## src/sv/mie_pkg.sv

```systemverilog
`timescale 1ns / 1ps
`default_nettype none
// ----------------------------------------------------------------------------
// Modular inverse package
// Shared widths and the modulus reset value for the extended Euclidean inverse block.
// ----------------------------------------------------------------------------
package mie_pkg;

    localparam int MIE_WIDTH  = 32;   // internal datapath width
    localparam int MIE_DATA_W = 32;   // port field width

    localparam logic [MIE_DATA_W-1:0] MIE_MOD_RESET = MIE_DATA_W'(1);

endpackage
`default_nettype wire

```

## src/sv/modular_inverse_ext_euclid_top.sv

```systemverilog
`timescale 1ns / 1ps
`default_nettype none
// ----------------------------------------------------------------------------
// Modular inverse, extended Euclidean
// Computes the Bezout coefficient of i_value modulo the configured modulus,
// reduced into 0..modulus-1, with one shared shift/subtract/add unit.
// ----------------------------------------------------------------------------
// After its last Euclid step a word goes through the closing check and the
// load of the output register. In each Euclid step the quotient is found by
// aligning the divisor with left shifts and then subtracting back down one
// bit per cycle, and the coefficient is updated in the same pass. o_stall is
// high from acceptance until the result is loaded into the output register;
// a result waiting there does not block the next word, but the load of the
// next result waits while it is held. The modulus is written through the cfg
// channel, which is always ready, and must only change while the block is
// idle.
// ----------------------------------------------------------------------------
module modular_inverse_ext_euclid_top #(
    parameter int WIDTH = mie_pkg::MIE_WIDTH
) (
    input  wire logic                            i_clk,
    input  wire logic                            i_rst_n,
    input  wire logic                            i_cfg_valid,
    output logic                                 o_cfg_ready,
    input  wire logic [mie_pkg::MIE_DATA_W-1:0]  i_modulus,
    input  wire logic                            i_valid,
    output logic                                 o_stall,
    input  wire logic [mie_pkg::MIE_DATA_W-1:0]  i_value,
    output logic                                 o_valid,
    input  wire logic                            i_stall,
    output logic [mie_pkg::MIE_DATA_W-1:0]       o_inverse_value
);
    import mie_pkg::*;

    localparam int MAXW  = (WIDTH > MIE_DATA_W) ? WIDTH : MIE_DATA_W;
    localparam int CNT_W = $clog2(WIDTH);

    typedef enum logic [2:0] {
        S_IDLE,
        S_CHECK,
        S_ALIGN,
        S_SUB,
        S_FINAL
    } t_state;

    t_state                  r_state;
    logic [MIE_DATA_W-1:0]   r_modulus;
    logic [WIDTH-1:0]        r_rprev, r_rcur, r_sprev, r_scur;
    logic [WIDTH-1:0]        r_d, r_sd;
    logic [CNT_W-1:0]        r_cnt;
    logic                    r_odd;
    logic                    r_out_valid;
    logic [MIE_DATA_W-1:0]   r_out_data;

    logic [MAXW-1:0]         value_ext, mod_ext, res_ext;
    logic [WIDTH-1:0]        value_w, mod_w;
    logic [WIDTH:0]          d_dbl;
    logic                    d_fits;
    logic [WIDTH-1:0]        n_rem, n_acc;
    logic [WIDTH-1:0]        red0, red;
    logic                    out_free;

    assign value_ext = MAXW'(i_value);
    assign mod_ext   = MAXW'(r_modulus);
    assign value_w   = value_ext[WIDTH-1:0];
    assign mod_w     = mod_ext[WIDTH-1:0];

    // shared unit: aligned divisor compare, remainder subtract, coefficient add
    assign d_dbl  = {r_d, 1'b0};
    assign d_fits = (r_d <= r_rprev);
    assign n_rem  = d_fits ? (r_rprev - r_d) : r_rprev;
    assign n_acc  = d_fits ? (r_sprev + r_sd) : r_sprev;

    // final reduction into 0..m-1 and sign fix
    assign red0 = (r_sprev >= mod_w) ? (r_sprev - mod_w) : r_sprev;
    always_comb begin
        if (mod_w == '0) begin
            red = '0;
        end else if (r_odd && (red0 != '0)) begin
            red = mod_w - red0;
        end else begin
            red = red0;
        end
    end
    assign res_ext = MAXW'(red);

    assign out_free        = !r_out_valid || !i_stall;
    assign o_stall         = (r_state != S_IDLE);
    assign o_cfg_ready     = 1'b1;
    assign o_valid         = r_out_valid;
    assign o_inverse_value = r_out_data;

    always_ff @(posedge i_clk) begin
        if (!i_rst_n) begin
            r_state     <= S_IDLE;
            r_modulus   <= MIE_MOD_RESET;
            r_out_valid <= 1'b0;
        end else begin
            if (i_cfg_valid) begin
                r_modulus <= i_modulus;
            end
            if (r_out_valid && !i_stall && (r_state != S_FINAL)) begin
                r_out_valid <= 1'b0;
            end
            unique case (r_state)
                S_IDLE: begin
                    if (i_valid) begin
                        r_rprev <= value_w;
                        r_rcur  <= mod_w;
                        r_sprev <= WIDTH'(1);
                        r_scur  <= '0;
                        r_odd   <= 1'b0;
                        r_state <= S_CHECK;
                    end
                end
                S_CHECK: begin
                    r_d   <= r_rcur;
                    r_sd  <= r_scur;
                    r_cnt <= '0;
                    if (r_rcur == '0) begin
                        r_state <= S_FINAL;
                    end else begin
                        r_state <= S_ALIGN;
                    end
                end
                S_ALIGN: begin
                    if (d_dbl <= {1'b0, r_rprev}) begin
                        r_d   <= d_dbl[WIDTH-1:0];
                        r_sd  <= {r_sd[WIDTH-2:0], 1'b0};
                        r_cnt <= r_cnt + CNT_W'(1);
                    end else begin
                        r_state <= S_SUB;
                    end
                end
                S_SUB: begin
                    if (r_cnt == '0) begin
                        r_rprev <= r_rcur;
                        r_rcur  <= n_rem;
                        r_sprev <= r_scur;
                        r_scur  <= n_acc;
                        r_odd   <= !r_odd;
                        r_state <= S_CHECK;
                    end else begin
                        r_rprev <= n_rem;
                        r_sprev <= n_acc;
                        r_d     <= {1'b0, r_d[WIDTH-1:1]};
                        r_sd    <= {1'b0, r_sd[WIDTH-1:1]};
                        r_cnt   <= r_cnt - CNT_W'(1);
                    end
                end
                S_FINAL: begin
                    if (out_free) begin
                        r_out_valid <= 1'b1;
                        r_out_data  <= res_ext[MIE_DATA_W-1:0];
                        r_state     <= S_IDLE;
                    end
                end
                default: begin
                    r_state <= S_IDLE;
                end
            endcase
        end
    end

endmodule
`default_nettype wire
```

## config.mk

```make
export PLATFORM = sky130hd
export DESIGN_NAME = modular_inverse_ext_euclid_top
export DESIGN_NICKNAME = d
export VERILOG_FILES = /design/src/sv/mie_pkg.sv /design/src/sv/modular_inverse_ext_euclid_top.sv
export SDC_FILE = /design/constraint.sdc
export NUM_CORES = 1
export LEC_CHECK = 0
export BUFFER_PORTS_ARGS = -buffer_cell sky130_fd_sc_hd__buf_2
export CAP_MARGIN = 20
export CORE_MARGIN = 2
export CORE_UTILIZATION = 57
export DETAILED_ROUTE_END_ITERATION = 10
export PLACE_DENSITY = 0.83
export SETUP_SLACK_MARGIN = 0.1
export SYNTH_ARGS = -nofsm -noshare
export SYNTH_HDL_FRONTEND = slang
export SYNTH_SLANG_ARGS = --single-unit
export TNS_END_PERCENT = 10
```

## constraint.sdc

```tcl
create_clock -name i_clk -period 7 [get_ports i_clk]
set_input_delay 1.05 -clock i_clk [delete_from_list [all_inputs] [get_ports i_clk]]
set_output_delay 1.05 -clock i_clk [all_outputs]
set_load 0.05 [all_outputs]
```

==> summary.txt, run 1 <==
Synthesis
  – Yosys top cell area share: 33.5%
  – Distinct cells, synth: between 90 and 100
  – Syn Inst Count: 2315
  – Asr flop ratio synth: 0%
  – Synth Register Bits: 266
  – Sequential fraction of the synthesis area: 37.0%
  – Main area contributors after synthesis: edfxtp_1 33%, ha_1 8.6%, mux2i_1 6.3%
  – Top_reg_cell synth: edfxtp_1
  – Synth warn: 0
  – Post-synth EDFFs: 230
  – Post-Syn Nets: 2531
  – Synthesized area: 20600 um2
  – Most area-hungry cell type in the Yosys netlist: edfxtp_1
  – Avg Inst Size Synth: 8.91 um2

Clock network
  – Hold buffers post-CTS: 0
  – H-tree levels: 1
  – Worst skew pair latency: 0.58 ns
  – Clock Sinks: 266
  – Clock transition at path regs: roughly 0.06 ns
  – CTS tree: built
  – Cts bufs inserted: 30
  – Clk buf depth: 3
  – Root buffer cell: clkbuf_16

Floorplan
  – Full die area: 37700 um2
  – Rows: 69
  – # IOs: around 100
  – Die height: 194 um
  – Initial core utilization: 58.0%
  – Core Region: 35600 um2
  – Die Wd: 194 um

Final layout
  – Final core area utilization: about 65%
  – Final nets: 2613
  – Filler cells: 2909
  – Share of cells above drive strength 1: 11.8%
  – Area grow syn2layout: 11.4%

Setup path
  – Reg2Reg Launch Point: mod_ext[6]
  – CP Capture Type: flop
  – Critical Path AT: 6.92 ns
  – FF-to-FF End: o_inverse_value[30]
  – Reg2reg path depth: 21
  – Critical path's most frequent cell: maj3_2
  – Critical path's top delay family: adder cells
  – Critical path's slowest cell: dfxtp_1
  – Crit path max fanout: 36
  – Crit path buffers/inverters: 2
  – CP cell instances: inv_1 -> ha_1 -> nand3_2 -> nor3_4 -> a41oi_2 -> a221oi_4 -> or2_4 -> buf_4 -> mux2i_1 -> ha_1 -> nand2_1 -> nand2_1 -> maj3_2 -> maj3_1 -> a21oi_2 -> o211ai_2 -> maj3_2 -> maj3_2 -> a41oi_2 -> o31ai_1 -> o311a_1
  – Crit path launch type: flop
  – WP data required: 7.33 ns
  – Crit path kind: reg -> reg
  – CP peak stage delay: 0.61 ns
  – R2R setup slack: 0.41 ns

Power
  – Leakage: 9.50 nW
  – PwrDens: roughly 240 nW/um2
  – VDD IR max: between 0.15 and 0.2 mV

Run status
  – Outcome: finished, final reports clean

STA
  – Fin. max-slew vios: 0
  – Crit share post-route: between 90% and 100%
  – Min cycle time layout: approximately 6.6 ns
  – Relative slew slack: approximately 29%
  – Unrepaired setup endpoints after global routing: no
  – Slew @ Worst Pin: 1.07 ns
  – Final hold violation count: 0
  – Clock Skew: 0.0125 ns
  – TNS Setup: 0 ns
  – FMAX: 152 MHz
  – Endpoints failing setup: 0
  – Hold Slack: approximately 0.55 ns

Global route
  – Initial antenna violation count: 1
  – Total congestion overflow: 0
  – GRT Total Usage: 33.2%
  – Vias in the first global route: 18100
  – Largest net degree at the start of global routing: 100
  – First-pass GRT wire length: 99700 um

Worst hold path
  – Hold/Removal Path Class: reg -> reg
  – Hold path cells: 2
  – Hold path start: r_scur[28]
  – Hold EP: r_sd[28]

Placed design
  – Placer Congestion: about 0.96
  – DP HPWL: about 46000 um
  – PortBufs: 102

Detailed routing
  – Final WL: 63800 um
  – Detail-routed via count per cell: 6.38
  – DRC viols: 0
  – Starting DRT DRC Count: 1496
  – Wire per inst: 22.1 um
  – Via Count: 18400
  – Post-route ant nets: 0
  – First-pass DRT Iterations: 6

Run
  – Max Cap Viol: 0
[kinds of logic (layout without fill, tap and decap cells)]
group,Yosys count,in the layout,share of synthesized area [%]
adders and majority gates,163,163,9.92
AOI/OAI and AO/OA,637,637,19.4
and+or+nand+nor,727,727,16.4
muxes,143,143,7.21
other,1,2,0.0182
buffers and inverters,259,364,4.97
xor gates and xnor gates,119,119,5.05
DFF,266,266,37.0
[worst max path at each step]
stage | startpoint | endpoint | slack (ns) | depth (start not counted)
4_1_cts | r_sprev[0] | o_inverse_value[31] | 0.25 | 27
2_1_floorplan | r_sprev[0] | o_inverse_value[31] | 0.14 | 33
3_3_place_gp | r_sprev[0] | o_inverse_value[21] | 0.38 | 28
6_report | mod_ext[6] | o_inverse_value[30] | 0.41 | 21
3_5_place_dp | r_sprev[0] | o_inverse_value[31] | 0.30 | 27
5_1_grt | mod_ext[6] | o_inverse_value[31] | 0.08 | 26
[worst reg2reg max path, delay by kind of cell (launching register included)]
kind / cells / cell delay, ns
buffers and inverters: 2 / 0.62
AOI/OAI and AO/OA: 7 / 1.73
adders and majority gates: 6 / 2.12
and+or+nand+nor: 5 / 0.81
DFF: 1 / 0.61
muxes: 1 / 0.47
[cells in the final DEF (no fill, tap or decap), types with 16 or more instances in the layout]
master / instances
a21oi_1: 174
dfxtp_1: 35
o21a_1: 16
nand3_1: 35
nor2b_1: 51
xnor2_1: 84
ha_1: 142
buf_4: 58
clkbuf_16: 32
buf_2: 102
a211oi_1: 46
a21o_1: 56
nand4_1: 24
nand2b_1: 16
inv_1: 147
nor4_1: 24
nand2_1: 216
xor2_1: 35
nor2_1: 238
o21ai_0: 206
edfxtp_1: 230
and3_1: 18
mux2i_1: 130
nor3_1: 34
[routing by layer]
metal,GRT usage (%),vias to the layer above,part of all wire (%)
li1,-,8543,-
met1,42.3,8818,40
met2,55.0,835,47
met3,4.17,192,7.5
met4,17.7,2,5.6
met5,0,-,0.022
[state kept, by name, summed over array words and instances (netlist names), 3 cells and up]
name             flops
r_rprev             32
o_inverse_value     32
r_sd                32
r_state              3
r_sprev             32
r_scur              32
r_d                 32
mod_ext             32
r_rcur              32
r_cnt                5
[cell type report]
type	count	area (um2)	share of cell area (%)
clock buffers	39	857	3.73
well taps	461	577	2.51
diodes	1	2.50	0.0109
flip-flops and latches	266	7630	33.2
repair buffers	162	986	4.29
clock inverters	16	259	1.13
multi-input cells	1790	12100	52.7
inverters	147	552	2.40
[cell usage after synthesis (6+ instances only)]
master and count:
buf_2 8, ha_1 142, o31ai_1 10, nor2_1 242
o211ai_1 8, nand2b_1 17, buf_1 9, nor4_1 24
or2_2 6, nand3b_1 6, dfxtp_1 36, a21oi_1 177
nor2b_1 51, o31a_1 7, nand4_1 24, mux2i_1 130
maj3_1 9, nand3_1 36, a21boi_0 13, xnor2_1 84
edfxtp_1 230, xor2_1 35, and2_1 13, nor3b_1 7
nor3_1 34, and3_1 18, a31oi_1 13, inv_1 147
nand2_1 218, o21ai_0 206, clkbuf_1 90, maj3_2 7
o21bai_1 14, a221oi_1 6, o21a_1 16, a21o_1 56
a211oi_1 47, or3_1 11
[power breakdown]
part           switching (W)  internal (W)
logic                0.00102      0.000646
clock network       0.000693       0.00112
registers          0.0000893       0.00185
[what timing repair did]
| action | CTS | global route |
|---|---|---|
| gates resized for setup | 0 | 14 |
| endpoints found under the hold margin | 0 | 0 |
| endpoints found under the setup margin | 0 | 11 |
| setup buffers | 0 | 4 |
[per-stage QoR]
| step | instances | total power, W | setup WS (ns) | cell area [um2] |
|---|---|---|---|---|
| final | 2882 | 0.00542 | 0.406 | 23000 |
| after CTS | 2876 | 0.00537 | 0.247 | 22800 |
| after detailed placement | 2821 | 0.00357 | 0.295 | 21700 |
| after global routing | 2881 | 0.00566 | 0.0825 | 23000 |
| after global placement | 2821 | 0.00353 | 0.377 | 21700 |
| after floorplan | 2315 | 0.00316 | 0.136 | 20600 |
Note: power is estimated with default switching activity, not from simulation.
==> run 2: changes to the inputs <==
--- a/config.mk
+++ b/config.mk
@@ -12,4 +12,5 @@
 export DETAILED_ROUTE_END_ITERATION = 10
 export PLACE_DENSITY = 0.83
+export RECOVER_POWER = 50
 export SETUP_SLACK_MARGIN = 0.1
 export SYNTH_ARGS = -nofsm -noshare
==> constraint.sdc (replaced) <==
create_clock -name i_clk -period 7 [get_ports i_clk]
set_input_delay 1.05 -clock i_clk [delete_from_list [all_inputs] [get_ports i_clk]]
set_output_delay 1.05 -clock i_clk [all_outputs]
set_load 0.01 [all_outputs]
==> summary.txt, run 2 (synthesized netlist as in run 1, its figures left out) <==
Run status
  – Outcome: finished, violations left
  – Failing checks: capacitance limit, slew limit

STA
  – FMAX: 151 MHz (-0.35%)
  – Final hold violation count: 0 (unchanged)
  – TNS Setup: 0 ns (unchanged)
  – Endpoints failing setup: 0 (unchanged)
  – Fin. max-slew vios: 402 (+402)
  – Slew @ Worst Pin: 4.19 ns (+3.12 ns)
  – Relative slew slack: -180% (-210 points)
  – Clock Skew: 0.0120 ns (-0.000546 ns)
  – Crit share post-route: 94.5% (+0.33 points)
  – Min cycle time layout: 6.62 ns (+0.0234 ns)
  – Unrepaired setup endpoints after global routing: no
  – Hold Slack: 0.554 ns (+0.00284 ns)

Final layout
  – Area grow syn2layout: 10.8%
  – Final nets: 2613 (unchanged)
  – Multi-input logic area: 12100 um2 (-0.31%)
  – Share of cells above drive strength 1: 10.0% (-1.8 points)
  – Most frequent cells in the layout: 239 x nor2_1, 230 x edfxtp_1, 216 x nand2_1
  – Cell Count, Final, Fillers Out: 2882 (unchanged)
  – Sequential Area: 7630 um2 (about the same)
  – Filler cells: 2941 (+1.1%)
  – Most common cell after layout, fill and taps aside: nor2_1

Clock network
  – Worst skew pair latency: 0.58 ns (about the same)
  – CTS tree: built
  – Clock transition at path regs: 0.06 ns (about the same)
  – H-tree levels: 1 (unchanged)
  – Hold buffers post-CTS: 0 (unchanged)
  – Root buffer cell: clkbuf_16
  – Clock Sinks: 266 (unchanged)
  – Cts bufs inserted: 30 (unchanged)
  – Clk buf depth: 3 (unchanged)

Setup path
  – CP endpoint: o_inverse_value[30]
  – Reg2reg path depth: 21 (unchanged)
  – CP Capture Type: flop
  – Crit path max fanout: 36 (unchanged)
  – Crit path launch type: flop
  – Critical Path Source: mod_ext[6]
  – Crit path kind: reg -> reg
  – Critical Path AT: 6.95 ns (+0.03 ns)
  – R2R setup slack: 0.38 ns (-0.02 ns)
  – FF-to-FF End: o_inverse_value[30]
  – Reg2Reg Launch Point: mod_ext[6]
  – WP data required: 7.33 ns (about the same)

Placed design
  – DP HPWL: 46100 um (unchanged)
  – Placer Congestion: 0.965 (unchanged)
  – Cells after DPL: 2821 (unchanged)
  – PortBufs: 102 (unchanged)

Global route
  – First-pass GRT wire length: 99700 um (unchanged)
  – Largest net degree at the start of global routing: 100 (unchanged)
  – GRT Total Usage: 33.2% (unchanged)
  – Initial antenna violation count: 1 (unchanged)
  – Vias in the first global route: 18100 (unchanged)
  – Total congestion overflow: 0 (unchanged)

Detailed routing
  – First-pass DRT Iterations: 6 (unchanged)
  – Final WL: 63700 um (-0.17%)
  – DRC viols: 0 (unchanged)
  – Wire per inst: 22.1 um (-0.17%)
  – WL met2: 29700 um (-0.53%)
  – Detail-routed via count per cell: 6.38 (about the same)
  – Highest metal layer with signal wires: met5
  – Post-route ant nets: 0 (unchanged)
  – Metal1 wirelength: 25600 um (about the same)
  – Starting DRT DRC Count: 1528 (+2.1%)
  – Via Count: 18400 (-0.092%)
  – WL met3: 4680 um (-2.0%)

Floorplan
  – Core Region: 35600 um2 (unchanged)
  – # IOs: 104 (unchanged)
  – Full die area: 37700 um2 (unchanged)
  – Rows: 69 (unchanged)
  – Initial core utilization: 58.0% (unchanged)
  – Die Wd: 194 um (unchanged)
  – Die height: 194 um (unchanged)

Power
  – Pwr Total: 0.00542 W (+0.14%)
  – Leakage: 9.38 nW (-1.2%)
  – PwrDens: 237 nW/um2 (+0.66%)
  – VDD IR max: 0.190 mV (+0.23%)

Worst hold path
  – Hold/Removal Path Class: reg -> reg

Run
  – Max Cap Viol: 8 (+8)
-- run 2: metrics by stage --
step | util (%) | instance area, um2 | worst slack (ns)
after global routing | 64.2 | 22800 | 0.0825
after floorplan | - | 20600 | 0.136
final | 64.2 | 22900 | 0.383
after detailed placement | 61.1 | 21700 | 0.295
after CTS | 64.2 | 22800 | 0.247
after global placement | 61.1 | 21700 | 0.377
-- run 2: how the worst min path moves through the flow --
stage / from / to / slack [ns] / cells after the start
final: r_scur[28] / r_sd[28] / 0.55 / 2
after global routing: r_scur[11] / r_sd[11] / 0.57 / 2
after CTS: r_scur[28] / r_sd[28] / 0.55 / 2
after detailed placement: r_scur[30] / r_sd[30] / 0.54 / 2
after global placement: r_scur[0] / r_sd[0] / 0.52 / 2
after floorplan: r_state[2] / o_valid / 0.50 / 2
-- run 2: worst max-delay path, stage by stage, from the launching register on --
cell and delay (ns):
dfxtp_1 0.61, inv_1 0.09, ha_1 0.39, nand3_2 0.17, nor3_4 0.29, a41oi_2 0.18
a221oi_4 0.32, or2_4 0.19, buf_4 0.52, mux2i_1 0.47, ha_1 0.36, nand2_1 0.08
nand2_1 0.08, maj3_2 0.32, maj3_1 0.37, a21oi_2 0.22, o211ai_2 0.18, maj3_2 0.34
maj3_2 0.34, a41oi_2 0.31, o31ai_1 0.17, o311a_1 0.36
-- run 2: layout make-up --
| cell class | count | share of cell area (%) |
|---|---|---|
| Antenna cell | 1 | 0.0110 |
| Clock inverter | 16 | 1.13 |
| Sequential cell | 266 | 33.4 |
| Clock buffer | 39 | 3.75 |
| Inverter | 147 | 2.41 |
| Timing Repair Buffer | 162 | 3.98 |
| Tap cell | 461 | 2.52 |
| Multi-Input combinational cell | 1790 | 52.8 |
-- run 2: repair_timing --
item / in CTS / in global routing
setup buffers: 0 / 4
endpoints found under the hold margin: 0 / 0
gates resized for setup: 0 / 14
endpoints found under the setup margin: 0 / 11
-- run 2: per-layer routing --
metal / GRT usage [%] / vias to the layer above
li1: - / 8548
met4: 17.7 / 2
met1: 42.3 / 8787
met5: 0 / -
met2: 55.0 / 825
met3: 4.17 / 211
-- run 2: power breakdown --
| group | internal (W) | switching, W |
|---|---|---|
| registers | 0.00185 | 0.0000890 |
| logic | 0.000657 | 0.00102 |
| clock network | 0.00112 | 0.000692 |
| total | 0.00363 | 0.00180 |
